[src/sv/pwd_pkg.sv]
// Shared types and constants for the PID controller with deadband.
// No dependencies; every other file in this folder refers to it by scoped names.
package pwd_pkg;

	localparam int DATA_W   = 32;
	localparam int DBAND_W  = 31;
	localparam int CHANGE_W = DATA_W + 1;
	localparam int PROD_W   = 2 * DATA_W;
	localparam int PROD_D_W = DATA_W + CHANGE_W;
	// Three products summed exactly: the widest product plus two bits of growth
	localparam int SUM_W    = PROD_D_W + 2;

	localparam logic [DATA_W-1:0] SAT_MAX = {1'b0, {(DATA_W-1){1'b1}}};
	localparam logic [DATA_W-1:0] SAT_MIN = {1'b1, {(DATA_W-1){1'b0}}};

	// Configuration register indexes
	typedef enum logic [1:0] {
		CFG_GAIN_PROP  = 2'd0,
		CFG_GAIN_INTEG = 2'd1,
		CFG_GAIN_DERIV = 2'd2,
		CFG_DEADBAND   = 2'd3
	} cfg_reg_t;

	// Controller terms of one tick, after the error stage
	typedef struct packed {
		logic signed [DATA_W-1:0]   err;
		logic signed [DATA_W-1:0]   integ;
		logic signed [CHANGE_W-1:0] change;
	} terms_t;

	// Gain products of one tick
	typedef struct packed {
		logic signed [PROD_W-1:0]   prop;
		logic signed [PROD_W-1:0]   integ;
		logic signed [PROD_D_W-1:0] deriv;
	} prods_t;

endpackage

[src/sv/pwd_error.sv]
// Error stage: saturated error, deadband, integral and change; owns the controller state.
// Depends on pwd_pkg.
module pwd_error (
	input  logic                              clk,
	input  logic                              arst_n,
	input  logic                              adv,
	input  logic signed [pwd_pkg::DATA_W-1:0] target_s1,
	input  logic signed [pwd_pkg::DATA_W-1:0] measured_s1,
	input  logic                              clear_s1,
	input  logic [pwd_pkg::DBAND_W-1:0]       deadband,
	output pwd_pkg::terms_t                   terms_s2
);

	logic signed [pwd_pkg::DATA_W-1:0]   last_error_q;
	logic signed [pwd_pkg::DATA_W-1:0]   integral_q;
	logic signed [pwd_pkg::DATA_W-1:0]   old_err;
	logic signed [pwd_pkg::DATA_W-1:0]   old_integ;
	logic signed [pwd_pkg::CHANGE_W-1:0] diff;
	logic signed [pwd_pkg::DATA_W-1:0]   diff_sat;
	logic signed [pwd_pkg::CHANGE_W-1:0] err_x;
	logic signed [pwd_pkg::CHANGE_W-1:0] band_hi;
	logic signed [pwd_pkg::CHANGE_W-1:0] band_lo;
	logic                                in_band;
	logic signed [pwd_pkg::DATA_W-1:0]   err;
	logic signed [pwd_pkg::CHANGE_W-1:0] integ_sum;
	logic signed [pwd_pkg::DATA_W-1:0]   integ;
	logic signed [pwd_pkg::CHANGE_W-1:0] change;

	// Drop the stored terms on a clear request
	assign old_err   = clear_s1 ? '0 : last_error_q;
	assign old_integ = clear_s1 ? '0 : integral_q;

	// Saturate the difference to 32 bits
	always_comb begin
		diff = {target_s1[pwd_pkg::DATA_W-1], target_s1}
			- {measured_s1[pwd_pkg::DATA_W-1], measured_s1};
		if (diff[pwd_pkg::CHANGE_W-1] != diff[pwd_pkg::DATA_W-1]) begin
			diff_sat = diff[pwd_pkg::CHANGE_W-1] ? pwd_pkg::SAT_MIN : pwd_pkg::SAT_MAX;
		end else begin
			diff_sat = diff[pwd_pkg::DATA_W-1:0];
		end
	end

	// Zero errors strictly inside the deadband
	assign err_x   = {diff_sat[pwd_pkg::DATA_W-1], diff_sat};
	assign band_hi = {2'b00, deadband};
	assign band_lo = -band_hi;
	assign in_band = (err_x < band_hi) && (err_x > band_lo);
	assign err     = in_band ? '0 : diff_sat;

	// Saturating integral and change from the previous error
	always_comb begin
		integ_sum = {old_integ[pwd_pkg::DATA_W-1], old_integ}
			+ {err[pwd_pkg::DATA_W-1], err};
		if (integ_sum[pwd_pkg::CHANGE_W-1] != integ_sum[pwd_pkg::DATA_W-1]) begin
			integ = integ_sum[pwd_pkg::CHANGE_W-1] ? pwd_pkg::SAT_MIN : pwd_pkg::SAT_MAX;
		end else begin
			integ = integ_sum[pwd_pkg::DATA_W-1:0];
		end
		change = {err[pwd_pkg::DATA_W-1], err} - {old_err[pwd_pkg::DATA_W-1], old_err};
	end

	// Controller state advances with each request leaving the input register
	always_ff @(posedge clk or negedge arst_n) begin
		if (!arst_n) begin
			last_error_q <= '0;
			integral_q   <= '0;
		end else if (adv) begin
			last_error_q <= err;
			integral_q   <= integ;
		end
	end

	// Stage register toward the multipliers
	always_ff @(posedge clk) begin
		if (adv) begin
			terms_s2.err    <= err;
			terms_s2.integ  <= integ;
			terms_s2.change <= change;
		end
	end

endmodule

[config.mk]
export PLATFORM = sky130hd
export DESIGN_NAME = pwd_error
export DESIGN_NICKNAME = d
export VERILOG_FILES = /design/src/sv/pwd_pkg.sv /design/src/sv/pwd_error.sv
export SDC_FILE = /design/constraint.sdc
export NUM_CORES = 1
export LEC_CHECK = 0
export ABC_AREA = 0
export BUFFER_PORTS_ARGS = -buffer_cell sky130_fd_sc_hd__buf_4
export CAP_MARGIN = 20
export CORE_ASPECT_RATIO = 2
export CORE_MARGIN = 2
export CORE_UTILIZATION = 45
export DETAILED_ROUTE_END_ITERATION = 7
export GPL_TIMING_DRIVEN = 0
export PLACE_DENSITY = 0.64
export SLEW_MARGIN = 20
export SYNTH_ARGS = -nofsm -noshare
export SYNTH_HDL_FRONTEND = slang
export SYNTH_SLANG_ARGS = --single-unit
[constraint.sdc]
create_clock -name clk -period 3.95 [get_ports clk]
set_input_delay 0.1975 -clock clk [delete_from_list [all_inputs] [get_ports clk]]
set_output_delay 0.1975 -clock clk [all_outputs]
set_load 0.01 [all_outputs]
## Yosys cells after proc, flatten, opt, wreduce, memory -nomap -nowiden

Cells that the tools add are included.

| storage, ports and cells | value |
|---|---|
| output and inout port bits | 97 |
| register bits after elaboration | 161 |
| word-level logic and storage cells | 21 |
| input port bits | 99 |

| operators by class | value |
|---|---|
| equality and inequality tests | 2 |
| $lt $le $gt $ge | 2 |
| add/subtract/negate cells | 4 |
| reductions and logical operators | 1 |
| muxes and demuxes | 7 |

Operators with widths:

| operator | number |
|---|---|
| 2-to-1 mux 32 bit | 7 |
| subtractor 32 x 32 -> 33 bit | 2 |
| adder 32 x 32 -> 33 bit | 1 |
| greater-than comparator 32 x 33 -> 1 bit | 1 |
| negation 31 -> 33 bit | 1 |
| less-than comparator 32 bit | 1 |
| inequality test 1 bit | 2 |
| logical AND 1 bit | 1 |

## Logic depth before layout (Yosys ltp)

Gate-level depths: netlist (run 1).

| logic depth | value |
|---|---|
| depth after elaboration | 9 |
| gate-level depth with buffers | 42 |
| gate-level depth less buffers | 36 |

## Worst setup path before layout (run 1)

OpenSTA, ideal clock, no wires.

| timing | value |
|---|---|
| path type | input port to flip-flop |
| start | input port target_s1[0] (netlist name) |
| end | register terms_s2[50] (netlist name), data pin |
| path slack | -4,007 ps |
| library setup time | 266 ps |
| stages on the path | 40 |
| arrival time | 7,691 ps |
| required time | 3,684 ps |
| path buffers | 7 |
| cells stage by stage | inv_1 -> ha_1 -> inv_1 -> fa_1 -> a211oi_1 -> o21ai_1 -> o311ai_0 -> a21oi_1 -> a211oi_1 -> nand2_1 -> mux2i_1 -> clkbuf_1 -> clkbuf_1 -> nor2_1 -> ha_1 -> and3_1 -> nand3_1 -> or4_1 -> [4 not listed] -> o21a_1 -> buf_4 -> buf_2 -> nor2_1 -> ha_1 -> a211oi_1 -> nor2_1 -> o41ai_1 -> a21boi_0 -> o21ai_0 -> nand4_1 -> a41oi_1 -> buf_2 -> and2_1 -> buf_2 -> buf_2 -> nor2_1 -> nor2_1 |

| between the ends | value |
|---|---|
| cells in the longest elaborated chain, start to end | 9 |
| elaborated cells on any way between the ends | 12 |
| those cells by class | 2 x add/sub; 2 x order compare; 2 x eq/ne; 5 x mux; 1 x reduce/logical |

Ends and longest elaborated chain:

| item | RTL line | text |
|---|---|---|
| start, declared | pwd_error.sv:7 | `input logic signed [pwd_pkg::DATA_W-1:0] target_s1,` |
| subtractor 32 x 32 -> 33 bit * | pwd_error.sv:36 | `- {measured_s1[pwd_pkg::DATA_W-1], measured_s1};` |
| 2-to-1 mux 32 bit or inequality test 1 bit (tied branches) | pwd_error.sv:38, pwd_error.sv:37 |  |
| 2-to-1 mux 32 bit * | pwd_error.sv:37 | `if (diff[pwd_pkg::CHANGE_W-1] != diff[pwd_pkg::DATA_W-1]) begin` |
| greater-than comparator 32 x 33 -> 1 bit or less-than comparator 32 bit (tied branches) | pwd_error.sv:48 | `assign in_band = (err_x < band_hi) && (err_x > band_lo);` |
| logical AND 1 bit | pwd_error.sv:48 |  |
| 2-to-1 mux 32 bit * | pwd_error.sv:49 | `assign err = in_band ? '0 : diff_sat;` |
| net err (one bit) | pwd_error.sv:24 | `logic signed [pwd_pkg::DATA_W-1:0] err;` |
| adder 32 x 32 -> 33 bit * | pwd_error.sv:54 | `+ {err[pwd_pkg::DATA_W-1], err};` |
| 2-to-1 mux 32 bit or inequality test 1 bit (tied branches) | pwd_error.sv:56, pwd_error.sv:55 |  |
| 2-to-1 mux 32 bit * | pwd_error.sv:55 | `if (integ_sum[pwd_pkg::CHANGE_W-1] != integ_sum[pwd_pkg::DATA_W-1]) begin` |
| net integ (one bit) | pwd_error.sv:26 | `logic signed [pwd_pkg::DATA_W-1:0] integ;` |
| end, declared | pwd_error.sv:11 | `output pwd_pkg::terms_t terms_s2` |

The timed path passes the listed nets; every way through them passes the cells marked *.
A chain may end at the register's enable or synchronous reset.

## Worst setup path after layout (run 1)

| timing | value |
|---|---|
| start | input port measured_s1[2] (netlist name) |
| end | register integral_q[27] (netlist name) |

| between the ends | value |
|---|---|
| cells in the longest elaborated chain, start to end | 9 |
| elaborated cells on any way between the ends | 12 |
| those cells by class | 2 x add/sub; 2 x order compare; 2 x eq/ne; 5 x mux; 1 x reduce/logical |

Ends and longest elaborated chain:

| item | RTL line | text |
|---|---|---|
| start, declared | pwd_error.sv:8 | `input logic signed [pwd_pkg::DATA_W-1:0] measured_s1,` |
| subtractor 32 x 32 -> 33 bit * | pwd_error.sv:36 |  |
| 2-to-1 mux 32 bit or inequality test 1 bit (tied branches) | pwd_error.sv:38, pwd_error.sv:37 |  |
| 2-to-1 mux 32 bit * | pwd_error.sv:37 |  |
| greater-than comparator 32 x 33 -> 1 bit or less-than comparator 32 bit (tied branches) | pwd_error.sv:48 |  |
| logical AND 1 bit | pwd_error.sv:48 |  |
| 2-to-1 mux 32 bit * | pwd_error.sv:49 |  |
| net err (one bit) | pwd_error.sv:24 |  |
| adder 32 x 32 -> 33 bit * | pwd_error.sv:54 |  |
| 2-to-1 mux 32 bit or inequality test 1 bit (tied branches) | pwd_error.sv:56, pwd_error.sv:55 |  |
| 2-to-1 mux 32 bit * | pwd_error.sv:55 |  |
| net integ (one bit) | pwd_error.sv:26 |  |
| end signal, assigned | pwd_error.sv:70 | `integral_q <= integ;` |
| end, declared | pwd_error.sv:15 | `logic signed [pwd_pkg::DATA_W-1:0] integral_q;` |

Marks and branches as above.

==> results by group, run 1 <==
Run status
  – Status: finished, violations left
  – Failing checks: setup timing

Critical path
  – Reg-to-Reg Start: integral_q[0]
  – Worst path slowest cell: or4_4
  – WS Path Type: in2reg
  – CP peak stage delay: 0.53 ns
  – Crit end category: register
  – CP startpoint kind: primary input
  – Reg2reg setup slack: 0.48 ns
  – Max FO, Critical Path: 10
  – R2r endpoint: integral_q[27]
  – Worst R2R Path Depth: 15
  – WP data arrival: 7.80 ns
  – WP data required: 4.27 ns

Floorplan
  – # IOs: 196
  – Core box area: 29,300 um2
  – Die Ht: 247 um
  – Rows: 89
  – Initial Util: 0.455
  – Die area: 31,100 um2
  – Die W: 126 um

Global routing
  – Number of global-route vias before repair: 12,100
  – Global-route wire length before repair: 63,500 um
  – Largest net degree at the start of global routing: 99
  – Antenna violations before repair: 0
  – Total grt overflow: 0
  – GRT Total Usage: 0.259

Worst hold path
  – Hold Path Cell Cnt: 1
  – Worst hold start: adv
  – Hold Path Class: in2reg
  – Hold Path Sink: terms_s2[64]

Clock tree
  – CTS tree: built
  – Longest Clk Path Bufs: 2
  – H-tree depth: 4
  – CTS buffer count: 17
  – Clk_lat worst skew: 0.44 ns
  – Clock slew at reported path FFs: 0.07 ns
  – CTS Root Cell: clkbuf_16
  – Sink Count: 161

Pwr
  – Switch share: 0.409
  – Gate power share: 0.631
  – Total leakage power: 0.00795 uW
  – Maximum vdd drop: 0.000402 V
  – Clock group share of total power: 0.129
  – Power share of the sequential group: 0.240
  – Int Pwr: 7440 uW
  – PD cells: 693 nW/um2
  – Switching Power: 5150 uW

Routing
  – Routed wire per std cell: 19.6 um
  – Drt pass-1 iters: 5
  – Final ANT Viol Nets: 0
  – WL final: 41,200 um
  – Residual DRC: 0
  – DRT iter0 DRCs: 676
  – Routed via count: 12,100
  – Number of vias per cell: 5.74

Finish
  – Finished Layout Cells: 2,108
  – Fill cell count: 2,467
  – Layout cells sized above 1: 0.335
  – Antenna cells: 0
  – Most common cell after layout, fill and taps aside: buf_4
  – Nets: 1,993
  – Area Growth Syn to Fin: 36.2%
  – Commonest cells after routing, fill and taps aside: 257 x buf_4, 142 x ha_1, 111 x nor2_1

STA
  – Actual slew at the worst max-slew pin: 0.970 ns
  – Slew headroom: 0.353
  – Final clock skew: 0.0105 ns
  – RSZ-0062 raised after global routing: true
  – Tmin final: 7.48 ns
  – Final setup violation count: 161
  – Max-slew violations: 0
  – Setup slack after layout: -3.53 ns
  – Fin. Hold Viols: 0
  – Fin crit share: 1.89
  – Fin Setup TNS: -373.37 ns
  – Fmax: 134 MHz

Yosys
  – Syn Nets: 1,693
  – Seq/Total Area, Yosys: 0.339
  – Yosys reg bits: 161
  – Synth async-reset ratio: 0.398
  – Yosys cell types: 77
  – Mapped Cells: 1,431
  – Post-synth EDFFs: 97
  – Syn. warnings: 0
  – Synth Cell Area: 13,300 um2
  – Top FF cell, synth: edfxtp_1
  – Synth Area per Inst: 9.32 um2

Placement
  – Routability cong.: 0.879
  – Placed cells: 1,988
  – DP Wirelength: 30,800 um
  – Post-place setup slack: -5.11 ns
  – # port buffers: 193

Run
  – Max_cap viols: 0
how the worst max path moves through the flow:
stage / slack, ns / from / cells past startpoint / endpoint
floorplan: -3.17 / target_s1[0] / 39 / terms_s2[50]
global placement: -5.02 / target_s1[0] / 37 / integral_q[19]
detailed placement: -5.11 / target_s1[0] / 37 / integral_q[8]
CTS: -3.52 / target_s1[0] / 41 / terms_s2[50]
global route: -3.79 / target_s1[27] / 38 / integral_q[10]
finish: -3.53 / measured_s1[2] / 35 / integral_q[27]
cell usage after synthesis (all sizes together), types with 9 or more instances:
cell type / count / area, um2
nand4: 20 / 125
and3: 14 / 87.6
edfxtp: 97 / 2910
or3: 9 / 56.3
a21o: 33 / 248
a211oi: 18 / 135
dfrtp: 64 / 1600
nor3: 20 / 100
o211ai: 14 / 110
nand2b: 47 / 294
buf: 14 / 105
nand3: 26 / 130
xor2: 23 / 201
xnor2: 74 / 648
nor2b: 47 / 294
mux2: 35 / 394
a21oi: 90 / 465
o31ai: 11 / 82.6
o2bb2ai: 21 / 184
inv: 89 / 334
nand2: 73 / 277
ha: 160 / 2000
o21ai: 63 / 319
clkbuf: 25 / 93.8
nor2: 189 / 812
a31oi: 12 / 75.1
o21a: 25 / 188
and2: 9 / 56.3
nor4: 10 / 62.6
flip-flops by register name, indices dropped and copies added (netlist names):
| name | flops |
|---|---|
| last_error_q | 32 |
| integral_q | 32 |
| terms_s2 | 97 |
worst max-delay path: cells and delay by family:
family,cells,cell delay [ns]
buffers and inverters,7,0.96
muxes,3,0.82
and+or+nand+nor,8,1.79
adders and majority gates,4,1.32
AOI/OAI and AO/OA,13,2.73
final cells by class:
class	instances	area (um2)	area share
buffer	37	355	0.0196
clock inverter	13	129	0.00709
clock buffer	19	443	0.0244
inverter	89	347	0.0191
timing repair buffer	283	2300	0.126
multi-input combinational	1142	9630	0.530
sequential	161	4510	0.248
tap	364	455	0.0251
per-layer routing:
layer | GRT usage | vias to the layer above | part of all wire
li1 | - | 5830 | -
met1 | 0.299 | 5837 | 0.40
met2 | 0.477 | 345 | 0.52
met3 | 0.0418 | 79 | 0.045
met4 | 0.100 | 0 | 0.038
met5 | 0 | - | 0
stage by stage:
step                      hold WS (ns)   util  cell area (um2)  power [uW]
after floorplan                -0.0981      -            13900        7370
after global placement           0.360  0.540            15800        9240
after detailed placement         0.387  0.540            15800        9350
after CTS                        0.400  0.607            17800       12200
after global routing             0.420  0.620            18200       13400
final                            0.363  0.620            18200       12600
cells by family after synthesis:
group,synth area share
buffers and inverters,0.0400
AOI/OAI and AO/OA,0.183
xor gates and xnor gates,0.0637
muxes,0.0326
DFF,0.339
adders and majority gates,0.158
and+or+nand+nor,0.183
power groups by stage:
| stage | Sequential, uW | Clock (uW) | Combinational, uW |
|---|---|---|---|
| 2_1_floorplan | 3160 | 0 | 4210 |
| 3_3_place_gp | 3030 | 0 | 6210 |
| 3_5_place_dp | 3030 | 0 | 6310 |
| 4_1_cts | 3020 | 1640 | 7520 |
| 5_1_grt | 3090 | 1720 | 8610 |
| 6_report | 3020 | 1620 | 7950 |
repair_timing:
action | 4_1_cts | 5_1_grt
gates cloned | 3 | 2
hold buffers | 1 | 0
hold endpoints to repair | 64 | 0
resized for setup | 197 | 52
setup endpoints to repair | 161 | 161
pin swaps | 78 | 24
buffers inserted | 69 | 19
Note: power is estimated with default switching activity, not from simulation.
==> run 2, diff against run 1 <==
--- a/config.mk
+++ b/config.mk
@@ -13,7 +13,7 @@
 export CORE_UTILIZATION = 45
 export DETAILED_ROUTE_END_ITERATION = 7
 export GPL_TIMING_DRIVEN = 0
-export PLACE_DENSITY = 0.64
+export PLACE_DENSITY = 0.67
 export SLEW_MARGIN = 20
 export SYNTH_ARGS = -nofsm -noshare
 export SYNTH_HDL_FRONTEND = slang
==> constraint.sdc (replaced) <==
create_clock -name clk -period 6.8 [get_ports clk]
set_input_delay 0.34 -clock clk [delete_from_list [all_inputs] [get_ports clk]]
set_output_delay 0.34 -clock clk [all_outputs]
set_load 0.01 [all_outputs]
==> run 2 against run 1 <==
  * The run still ends with setup timing left
  * Wire length shrank 2.6%
  * Final cell count grew 0.52%
  * Combinational power down 41%
  * Largest power group unchanged
  * Die area is the same
  * Clock-buffer cell count unchanged
  * First-iteration DRC count rose by 1.5%
  * Cell area rose by 1.3%
  * Largest cell class unchanged
  * Clock power decreased by 42%
  * Worst setup slack better by 2.7 ns
  * Sequential power is 42% lower
==> results by group, run 2 (synthesis results as in run 1) <==
Run status
  – Failing checks: setup timing
  – Status: finished, violations left

Finish
  – Largest register FFs: 97 (unchanged)
  – Most common cell after layout, fill and taps aside: buf_4
  – Area Growth Syn to Fin: 38.1%
  – Layout cells sized above 1: 0.353 (+0.0184)
  – Final Util: 0.629 (+0.00833)
  – Nets: 2,004 (+0.55%)
  – Antenna cells: 0 (unchanged)
  – Commonest cells after routing, fill and taps aside: 267 x buf_4, 134 x ha_1, 104 x nor2_1
  – Most flop-heavy register: terms_s2
  – Top Registers: terms_s2: 97 flops, integral_q: 32 flops, last_error_q: 32 flops

Global routing
  – Number of global-route vias before repair: 12,200 (+0.80%)
  – Global-route wire length before repair: 63,000 um (-0.85%)
  – Total grt overflow: 0 (unchanged)
  – Largest net degree at the start of global routing: 99 (unchanged)
  – Antenna violations before repair: 0 (unchanged)
  – GRT Total Usage: 0.254 (-0.00499)

Clock tree
  – CTS tree: built
  – Hold buffers post-CTS: 0 (-1)
  – Sink Count: 161 (unchanged)
  – CTS Root Cell: clkbuf_16
  – Longest Clk Path Bufs: 2 (unchanged)
  – CTS buffer count: 17 (unchanged)
  – H-tree depth: 4 (unchanged)
  – Clock slew at reported path FFs: 0.07 ns (about the same)
  – Clk_lat worst skew: 0.43 ns (about the same)

Pwr
  – PD cells: 401 nW/um2 (-42%)
  – Clock group share of total power: 0.128 (about the same)
  – Power share of the sequential group: 0.238 (-0.002)
  – Switch share: 0.412 (+0.00311)
  – Overall power: 7380 uW (-41%)
  – Gate power share: 0.634 (+0.003)
  – Switching Power: 3040 uW (-41%)
  – Total leakage power: 0.00799 uW (+0.57%)
  – Int Pwr: 4340 uW (-42%)
  – Maximum vdd drop: 0.000256 V (-36%)

STA
  – Actual slew at the worst max-slew pin: 0.914 ns (-0.0565 ns)
  – Fin. Hold Viols: 0 (unchanged)
  – RSZ-0062 raised after global routing: true
  – Final clock skew: 0.00762 ns (-0.00283 ns)
  – Fin crit share: 1.12
  – Tmin final: 7.62 ns
  – Fmax: 131 MHz
  – Setup slack after layout: -0.821 ns (+2.71 ns)
  – Slew headroom: 0.391 (+0.0377)
  – Final setup violation count: 85 (-47%)
  – Fin Setup TNS: -54.25 ns (+319.12 ns)
  – Max-slew violations: 0 (unchanged)

Routing
  – Number of vias per cell: 5.73 (about the same)
  – Drt pass-1 iters: 5 (unchanged)
  – WL final: 40,200 um (-2.6%)
  – DRT iter0 DRCs: 686 (+1.5%)
  – Routed via count: 12,200 (+0.50%)
  – Residual DRC: 0 (unchanged)
  – Final ANT Viol Nets: 0 (unchanged)
  – Routed wire per std cell: 18.9 um (-3.1%)

Placement
  – # port buffers: 193 (unchanged)
  – Routability cong.: 0.928 (+5.6%)
  – Post-place setup slack: -2.42 ns (+2.69 ns)
  – DP Wirelength: 29,900 um (-2.8%)

Critical path
  – Crit end category: register
  – CP startpoint kind: primary input
  – Reg-to-Reg Start: integral_q[0]
  – CP peak stage delay: 0.42 ns (-0.11 ns)
  – Reg2reg setup slack: 3.37 ns (+2.89 ns)
  – Most frequent CP cell: nor2_4
  – Max FO, Critical Path: 9 (-1)
  – WP data required: 6.99 ns (+2.72 ns)
  – R2r endpoint: integral_q[24]
  – WP data arrival: 7.81 ns (about the same)
  – WS Path Type: in2reg
  – Worst R2R Path Depth: 15 (unchanged)
  – Worst path slowest cell: or4_4

Floorplan
  – Die Ht: 247 um (unchanged)
  – Rows: 89 (unchanged)
  – Core box area: 29,300 um2 (unchanged)
  – Die W: 126 um (unchanged)
  – Initial Util: 0.455 (unchanged)
  – # IOs: 196 (unchanged)
  – Die area: 31,100 um2 (unchanged)

Worst hold path
  – Hold Path Class: in2async

Run
  – Max_cap viols: 0 (unchanged)
-- run 2: repair_timing --
action,in CTS,in global routing
cloned,7,0
endpoints found under the hold margin,0,0
buffers inserted,70,27
resized for setup,249,59
pin swaps,96,46
setup endpoints to repair,93,90
-- run 2: layout make-up --
type	instances	area (um2)
tap	364	455
clock buffer	19	443
sequential	161	4510
fill	2422	10900
timing repair buffer	295	2430
multi-input combinational	1142	9760
clock inverter	13	128
inverter	89	347
buffer	36	342
-- run 2: how the worst max path moves through the flow --
stage,start,end,slack (ns),depth (start not counted)
floorplan,target_s1[0],terms_s2[50],-0.48,39
global placement,target_s1[0],integral_q[19],-2.37,37
detailed placement,target_s1[0],integral_q[8],-2.42,38
CTS,target_s1[0],terms_s2[32],-0.71,41
global route,target_s1[0],terms_s2[47],-1.09,42
finish,target_s1[0],terms_s2[39],-0.82,42
-- run 2: worst max-delay path, delay by kind of cell --
kind	cells	cell delay, ns
AND/OR/NAND/NOR	11	2.00
adder cells (fa/ha/maj)	4	0.97
AO/OA/AOI/OAI	13	2.67
buffers and inverters	12	1.52
multiplexers	2	0.25
-- run 2: power groups by stage --
stage | combinational [uW] | sequential (uW) | clock [uW]
after floorplan | 2370 | 1840 | 0
after global placement | 3520 | 1750 | 0
after detailed placement | 3580 | 1750 | 0
after CTS | 4350 | 1750 | 955
after global routing | 5070 | 1790 | 995
final | 4680 | 1760 | 942
-- run 2: metrics by stage --
step	cells	hold WS, ns	cell area (um2)
global route	2119	0.0934	18400
detailed placement	1988	0.466	15700
finish	2119	0.0130	18400
CTS	2093	0.0563	17900
floorplan	1431	0.0444	13800
global placement	1988	0.463	15700
-- run 2: metal layers --
layer / share of wire / routed length (um) / GRT usage / vias up
met5: 0 / 0 / 0 / -
met4: 0.036 / 1430 / 0.0944 / 0
met3: 0.043 / 1710 / 0.0379 / 82
met2: 0.51 / 20700 / 0.458 / 335
met1: 0.41 / 16300 / 0.305 / 5877
li1: - / - / - / 5857
